File: src/design/world_matrix_builder_core_macros.svh
// Assertion macros for the world matrix builder.
// Used by world_matrix_builder_core; expects clk and arst_n in scope.
`ifndef WORLD_MATRIX_BUILDER_CORE_MACROS_SVH
`define WORLD_MATRIX_BUILDER_CORE_MACROS_SVH

// same-cycle implication, checked out of reset
`define WMB_ASSERT_NOW(lbl, ante, cons, msg) \
	lbl: assert property (@(posedge clk) disable iff (!arst_n) (ante) |-> (cons)) \
		else $error(msg);

// next-cycle implication, checked out of reset
`define WMB_ASSERT_NEXT(lbl, ante, cons, msg) \
	lbl: assert property (@(posedge clk) disable iff (!arst_n) (ante) |=> (cons)) \
		else $error(msg);

`endif

File: src/design/wmb_pkg.sv
// Types and fixed-point constants for the world matrix builder.
// No dependencies.
`timescale 1ns / 1ps
`default_nettype none
package wmb_pkg;
	typedef logic signed [31:0] q16_t;
	typedef logic signed [15:0] angle_t;
	typedef logic signed [15:0] q14_t;
	typedef logic [1:0] row_t;

	localparam int unsigned ATAN_LEN = 24;

	localparam logic signed [34:0] Q30_PI      = 35'sd3373259426;
	localparam logic signed [34:0] Q30_TWO_PI  = 35'sd6746518852;
	localparam logic signed [34:0] Q30_HALF_PI = 35'sd1686629713;
	localparam logic signed [33:0] Q30_GAIN    = 34'sd652032874;
	localparam q16_t Q16_ONE = 32'sd65536;

	localparam row_t ROW_0 = 2'd0;
	localparam row_t ROW_1 = 2'd1;
	localparam row_t ROW_2 = 2'd2;
	localparam row_t ROW_3 = 2'd3;

	localparam logic signed [31:0] ATAN_Q30 [ATAN_LEN] = '{
		32'sd843314856, 32'sd497837829, 32'sd263043836, 32'sd133525158,
		32'sd67021686, 32'sd33543515, 32'sd16775850, 32'sd8388437,
		32'sd4194282, 32'sd2097149, 32'sd1048575, 32'sd524287,
		32'sd262143, 32'sd131071, 32'sd65535, 32'sd32767,
		32'sd16383, 32'sd8191, 32'sd4095, 32'sd2047,
		32'sd1023, 32'sd511, 32'sd255, 32'sd127
	};
endpackage
`default_nettype wire

File: src/design/wmb_cordic.sv
// Pipelined sine/cosine: range reduction, one CORDIC step per stage, Q1.14 rounding.
// Depends on wmb_pkg.
`timescale 1ns / 1ps
`default_nettype none
module wmb_cordic #(
	parameter int unsigned STEPS = 14
) (
	input  wire logic            clk,
	input  wire logic            en,
	input  wire wmb_pkg::angle_t angle,
	output wmb_pkg::q14_t        sin_q14,
	output wmb_pkg::q14_t        cos_q14
);
	import wmb_pkg::*;

	logic signed [34:0] z_w;
	logic signed [34:0] z_s1;
	logic signed [33:0] z_s2;
	logic               neg_s2;
	logic signed [33:0] x_in [STEPS];
	logic signed [33:0] y_in [STEPS];
	logic signed [33:0] z_in [STEPS];
	logic               n_in [STEPS];
	logic signed [33:0] x_s [STEPS];
	logic signed [33:0] y_s [STEPS];
	logic signed [33:0] z_s [STEPS];
	logic               neg_s [STEPS];
	logic signed [17:0] cr;
	logic signed [17:0] sr;

	assign z_w = 35'(angle) <<< 18;

	// wrap into [-pi, pi]
	always_ff @(posedge clk) begin
		if (en) begin
			if (z_w > Q30_PI) begin
				z_s1 <= z_w - Q30_TWO_PI;
			end else if (z_w < -Q30_PI) begin
				z_s1 <= z_w + Q30_TWO_PI;
			end else begin
				z_s1 <= z_w;
			end
		end
	end

	// fold into [-pi/2, pi/2], negate the results later
	always_ff @(posedge clk) begin
		if (en) begin
			if (z_s1 > Q30_HALF_PI) begin
				z_s2   <= 34'(z_s1 - Q30_PI);
				neg_s2 <= 1'b1;
			end else if (z_s1 < -Q30_HALF_PI) begin
				z_s2   <= 34'(z_s1 + Q30_PI);
				neg_s2 <= 1'b1;
			end else begin
				z_s2   <= 34'(z_s1);
				neg_s2 <= 1'b0;
			end
		end
	end

	for (genvar i = 0; i < STEPS; i++) begin : g_step
		if (i == 0) begin : g_first
			assign x_in[i] = Q30_GAIN;
			assign y_in[i] = '0;
			assign z_in[i] = z_s2;
			assign n_in[i] = neg_s2;
		end else begin : g_next
			assign x_in[i] = x_s[i-1];
			assign y_in[i] = y_s[i-1];
			assign z_in[i] = z_s[i-1];
			assign n_in[i] = neg_s[i-1];
		end

		always_ff @(posedge clk) begin
			if (en) begin
				neg_s[i] <= n_in[i];
				if (!z_in[i][33]) begin
					x_s[i] <= x_in[i] - (y_in[i] >>> i);
					y_s[i] <= y_in[i] + (x_in[i] >>> i);
					z_s[i] <= z_in[i] - 34'(ATAN_Q30[i]);
				end else begin
					x_s[i] <= x_in[i] + (y_in[i] >>> i);
					y_s[i] <= y_in[i] - (x_in[i] >>> i);
					z_s[i] <= z_in[i] + 34'(ATAN_Q30[i]);
				end
			end
		end
	end

	function automatic q14_t to_q14(input logic signed [33:0] v, input logic neg);
		logic signed [34:0] t;
		logic signed [17:0] r;
		t = 35'(v) + 35'sd32768;
		r = 18'(t >>> 16);
		if (r > 18'sd16384) begin
			r = 18'sd16384;
		end else if (r < -18'sd16384) begin
			r = -18'sd16384;
		end
		if (neg) begin
			r = -r;
		end
		return 16'(r);
	endfunction

	assign cr = 18'(to_q14(x_s[STEPS-1], neg_s[STEPS-1]));
	assign sr = 18'(to_q14(y_s[STEPS-1], neg_s[STEPS-1]));

	always_ff @(posedge clk) begin
		if (en) begin
			cos_q14 <= 16'(cr);
			sin_q14 <= 16'(sr);
		end
	end
endmodule
`default_nettype wire

File: config.mk
export PLATFORM = sky130hd
export DESIGN_NAME = wmb_cordic
export DESIGN_NICKNAME = d
export VERILOG_FILES = /design/src/design/world_matrix_builder_core_macros.svh /design/src/design/wmb_pkg.sv /design/src/design/wmb_cordic.sv
export SDC_FILE = /design/constraint.sdc
export NUM_CORES = 2
export LEC_CHECK = 0
export BUFFER_PORTS_ARGS = -buffer_cell sky130_fd_sc_hd__buf_2
export CAP_MARGIN = 0
export CORE_MARGIN = 8
export CORE_UTILIZATION = 65
export DETAILED_ROUTE_END_ITERATION = 8
export PLACE_DENSITY = 0.92
export SLEW_MARGIN = 20
export SYNTH_ARGS = -nofsm -noshare
export SYNTH_HDL_FRONTEND = slang
export SYNTH_SLANG_ARGS = --single-unit
export TNS_END_PERCENT = 50
File: constraint.sdc
create_clock -name clk -period 9.17 [get_ports clk]
set_input_delay 2.2925 -clock clk [delete_from_list [all_inputs] [get_ports clk]]
set_output_delay 2.2925 -clock clk [all_outputs]
set_load 0.1 [all_outputs]
; Word-level counts from Yosys, hierarchy flattened
; Memories as Yosys holds them, arrays and structs flattened.
; Index checks and enable logic that the tools add are counted.
[word_totals]
regBits = 102
latch_bits = 0
ram_bits = 1442
rom_bits = 0
inputBits = 18
out_inout_bits = 32
mem_count = 4
[op_classes]
add_sub_neg = 88
mul = 0
div = 0
magnitude_cmp = 8
eq_ne = 0
shift = 0
muxes = 139
bitwise = 42
n_reduce_logical = 0
[mem_list]
columns = memory, depth, word_bits, read_ports, rd_clocked_by_memory_dff, write_ports, line
row1 = x_s, 14, 34, 14, 0, 14, wmb_cordic.sv:24  ; logic signed [33:0] x_s [STEPS];
row2 = y_s, 14, 34, 14, 0, 14, wmb_cordic.sv:25  ; logic signed [33:0] y_s [STEPS];
row3 = z_s, 14, 34, 13, 0, 14, wmb_cordic.sv:26  ; logic signed [33:0] z_s [STEPS];
row4 = neg_s, 14, 1, 14, 0, 14, wmb_cordic.sv:27  ; logic neg_s [STEPS];
[ops]
columns = operator, count
row1 = $mux W34, 44
row2 = $mux W16, 6
row3 = $mux W1, 87
row4 = $mux W35, 2
row5 = $add A34 B17 Y34 const B, 2
row6 = $add A34 B21 Y34, 2
row7 = $add A34 B22 Y34, 2
row8 = $add A34 B23 Y34, 2
row9 = $add A34 B24 Y34, 2
row10 = $add A34 B25 Y34, 2
row11 = $add A34 B26 Y34, 2
row12 = $add A34 B27 Y34, 2
row13 = $add A34 B28 Y34, 2
row14 = $add A34 B29 Y34, 2
row15 = $add A34 B30 Y34, 2
row16 = $add A34 B31 Y34, 2
row17 = $add A34 B32 Y34, 2
row18 = $add A34 B33 Y34, 2
row19 = $sub A34 B21 Y34, 2
row20 = $sub A34 B22 Y34, 2
row21 = $sub A34 B23 Y34, 2
row22 = $sub A34 B24 Y34, 2
row23 = $sub A34 B25 Y34, 2
row24 = $sub A34 B26 Y34, 2
row25 = other kinds (47), 98

; Longest topological paths before layout
; An unclocked memory read counts as a cell.
[depth]
ltp_word = 7
depth_mapped = 22
depth_no_buf = 22

; Worst setup path after synthesis
; No wires, ideal clock.
[synth_timing]
path_kind = input-to-reg
start = in en
end = mem y_s[6][32], in the netlist y_s[0][236] (data pin)
setup_time_ns = 0.288
arrival_ns = 6.887
t_required_ns = 8.882
path_slack_ns = 1.996
cell_stages = 19
path_cell_list = clkbuf_1 > clkbuf_1 > nand2_1 > clkinv_1 > clkbuf_1 > clkbuf_1 > nor2_1 > xnor2_1 > ha_1 > nor2b_1 > o21a_1 > o21ai_0 > a21oi_1 > a211oi_1 > o21ai_1 > a41o_1 > a221o_1 > o41ai_1 > o311ai_0
[synth_rtl]
columns = element, line
row1 = "start, declared", wmb_cordic.sv:9  ; input wire logic en,
row2 = "end, declared", wmb_cordic.sv:25

==> run metrics <==
cells after synthesis 11700; cts-stage hold buffer count 0; Post-route DRC 0; top-area cell type share of the netlist area 35.4%; Syn. warnings 0; vias per cell 6.52; synth top area cells edfxtp_1 (35%), ha_1 (14%), xnor2_1 (8.4%); area delta synth->final 6.84%; CTS tree done; largest net degree at the start of global routing 189; Synth Cell Area 112000 sq um; Sum Neg Setup Slack 0 ns; worst endpoint required time 9.71 ns; Post-Syn Area per Cell 9.53 sq um; Chip Height 431 um; minimum clock period 7.27 ns; vias in the first global route 90000; worst-skew pair later-pin latency 0.82 ns; Slew HR 22.8%; worst-case clock buffer depth 3; antenna violations before repair 4; Synth cell types 90; GP Congestion 1.02; die area 186000 sq um; number of H-tree levels 4; CP Data Arrival Time 7.81 ns; Cell Rows 152; Worst R2R Setup Slack 3.48 ns; Post-DRT Antenna Nets 0; leading area contributor after synthesis edfxtp_1; startpoint types input pin; Chip Width 431 um; critical path class in2reg; MaxCap Viol Count 0; crit share post-route 79.2%; DR vias 92600; syn nets 13000; Post-CTS Repair Setup Buffers 0; DR iter-0 viols 8510; sequential share of the synthesized area 35.4%; total grt overflow 0; Util after Layout 69.8%; # IOs 50; maximum fanout along the worst path 81; CTS buffer count 149; fraction of registers with async set or reset after synthesis 0%; Final Hold Viols 0; Clock Sinks 1320; total track usage 29.3%; PortBufs 49; global-route wire length before repair 456000 um; post_cts resized 0; post-synthesis register bit count 1320; Post-synth EDFFs 1320; main flop type after synthesis edfxtp_1; r2r worst-path depth 16; 1st-pass router iterations 8; commonest cells in the netlist edfxtp_1 (1320), ha_1 (1243), a21oi_1 (1138); most common cell in the netlist edfxtp_1; Hold Path Class reg2reg; root buf cell clkbuf_16; Setup-failing EPs final 0; Initial Util 65.3%; Core ar. 171000 sq um; Fmax 138 MHz; CP endpoint kind register; fin. max-slew vios 0; share of layout cells above drive strength 1 3.82%; Routed WL per cell 20.0 um; RSZ-0062 raised after global routing false; Post-Route WL 285000 um; Reg clk slew, reported paths 0.06 ns; status finished clean; Worst Hold Path Cells 0; Final Skew 0.0369 ns; post-DP HPWL 219000 um; layout net count 13100; Worst Tran Pin Value 1.13 ns
## path summary, 6_finish.rpt
kind	startpoint	endpoint
worst min-delay path	z_s[1][1]	z_s[2][1]
worst max register to register	x_s[0][62]	y_s[0][101]
worst min register to register	z_s[1][1]	z_s[2][1]
worst max-delay path	en	x_s[0][168]
## worst max-delay path, stage by stage
cell and delay [ns]:
buf_12 0.18, buf_4 0.38, nand2_1 0.23, clkinv_1 0.84, a21oi_1 0.44, xor2_1 0.19, ha_1 0.28, or3_1 0.39
a31oi_1 0.44, nor3_1 0.10, a2bb2oi_1 0.28, a31oi_1 0.30, nand4_1 0.20, a41oi_1 0.21, a2111oi_0 0.50, o21bai_1 0.16
a21oi_1 0.19, xnor2_1 0.08
## per-layer routing
metal	up-vias	GRT usage (%)	wire length [um]	part of all wire, %
met3	1062	4.58	20800	7.3
li1	43800	-	-	-
met1	43500	35.3	111000	39
met4	4	15.1	16200	5.7
met2	4208	50.8	136000	48
met5	-	0	27	0.0095
## state kept, by name, indices dropped and copies added (netlist names)
name / flops
neg_s: 14
z_s: 397
z_s1: 20
cos_q14: 16
sin_q14: 16
y_s: 428
z_s2: 28
x_s: 401
## logic make-up after synthesis
family / after synthesis / synth area share, %
AOI/OAI and AO/OA: 3559 / 20.3
xor gates and xnor gates: 1644 / 12.9
adders and majority gates: 1278 / 14.5
buffers and inverters: 697 / 2.35
DFF: 1320 / 35.4
muxes: 109 / 1.02
and+or+nand+nor: 3136 / 13.5
## through the flow
stage	cells	area (sq um)	worst slack (ns)	hold WS, ns
2_1_floorplan	11700	112000	2.00	0.400
3_3_place_gp	13900	115000	1.50	0.401
3_5_place_dp	13900	115000	1.34	0.405
4_1_cts	14200	120000	2.20	0.418
5_1_grt	14200	120000	1.63	0.433
6_report	14200	120000	1.90	0.420
## layout by cell type (no fill, tap or decap), drive strengths merged, types with 32 or more instances in the layout
master,instances
inv,487
clkbuf,177
a21boi,52
clkinv,62
and2,73
a21oi,1138
o31ai,117
and3,117
o21bai,142
a31oi,154
a211o,32
edfxtp,1320
nand2b,175
nand3b,34
or3,72
nand2,681
mux2i,73
o41ai,48
nor2,942
o21ai,617
nand3,251
nor4,73
fa,35
xnor2,1075
a21o,607
nand4,103
buf,107
o211ai,53
nor3,290
or2,51
o21a,179
nor2b,174
a211oi,102
ha,1243
xor2,568
mux2,36
## layout make-up
| class | count | area, sq um |
|---|---|---|
| diodes | 2 | 5.00 |
| clock buffers | 177 | 3900 |
| clock inverters | 89 | 942 |
| fillers | 12200 | 51800 |
| inverters | 481 | 1810 |
| multi-input cells | 9726 | 69700 |
| flip-flops and latches | 1320 | 39600 |
| well taps | 2310 | 2890 |
| repair buffers | 107 | 724 |
Power is left out: the tool's default activity adds up to more than one toggle a clock period on the data nets, which glitch-free logic cannot reach.
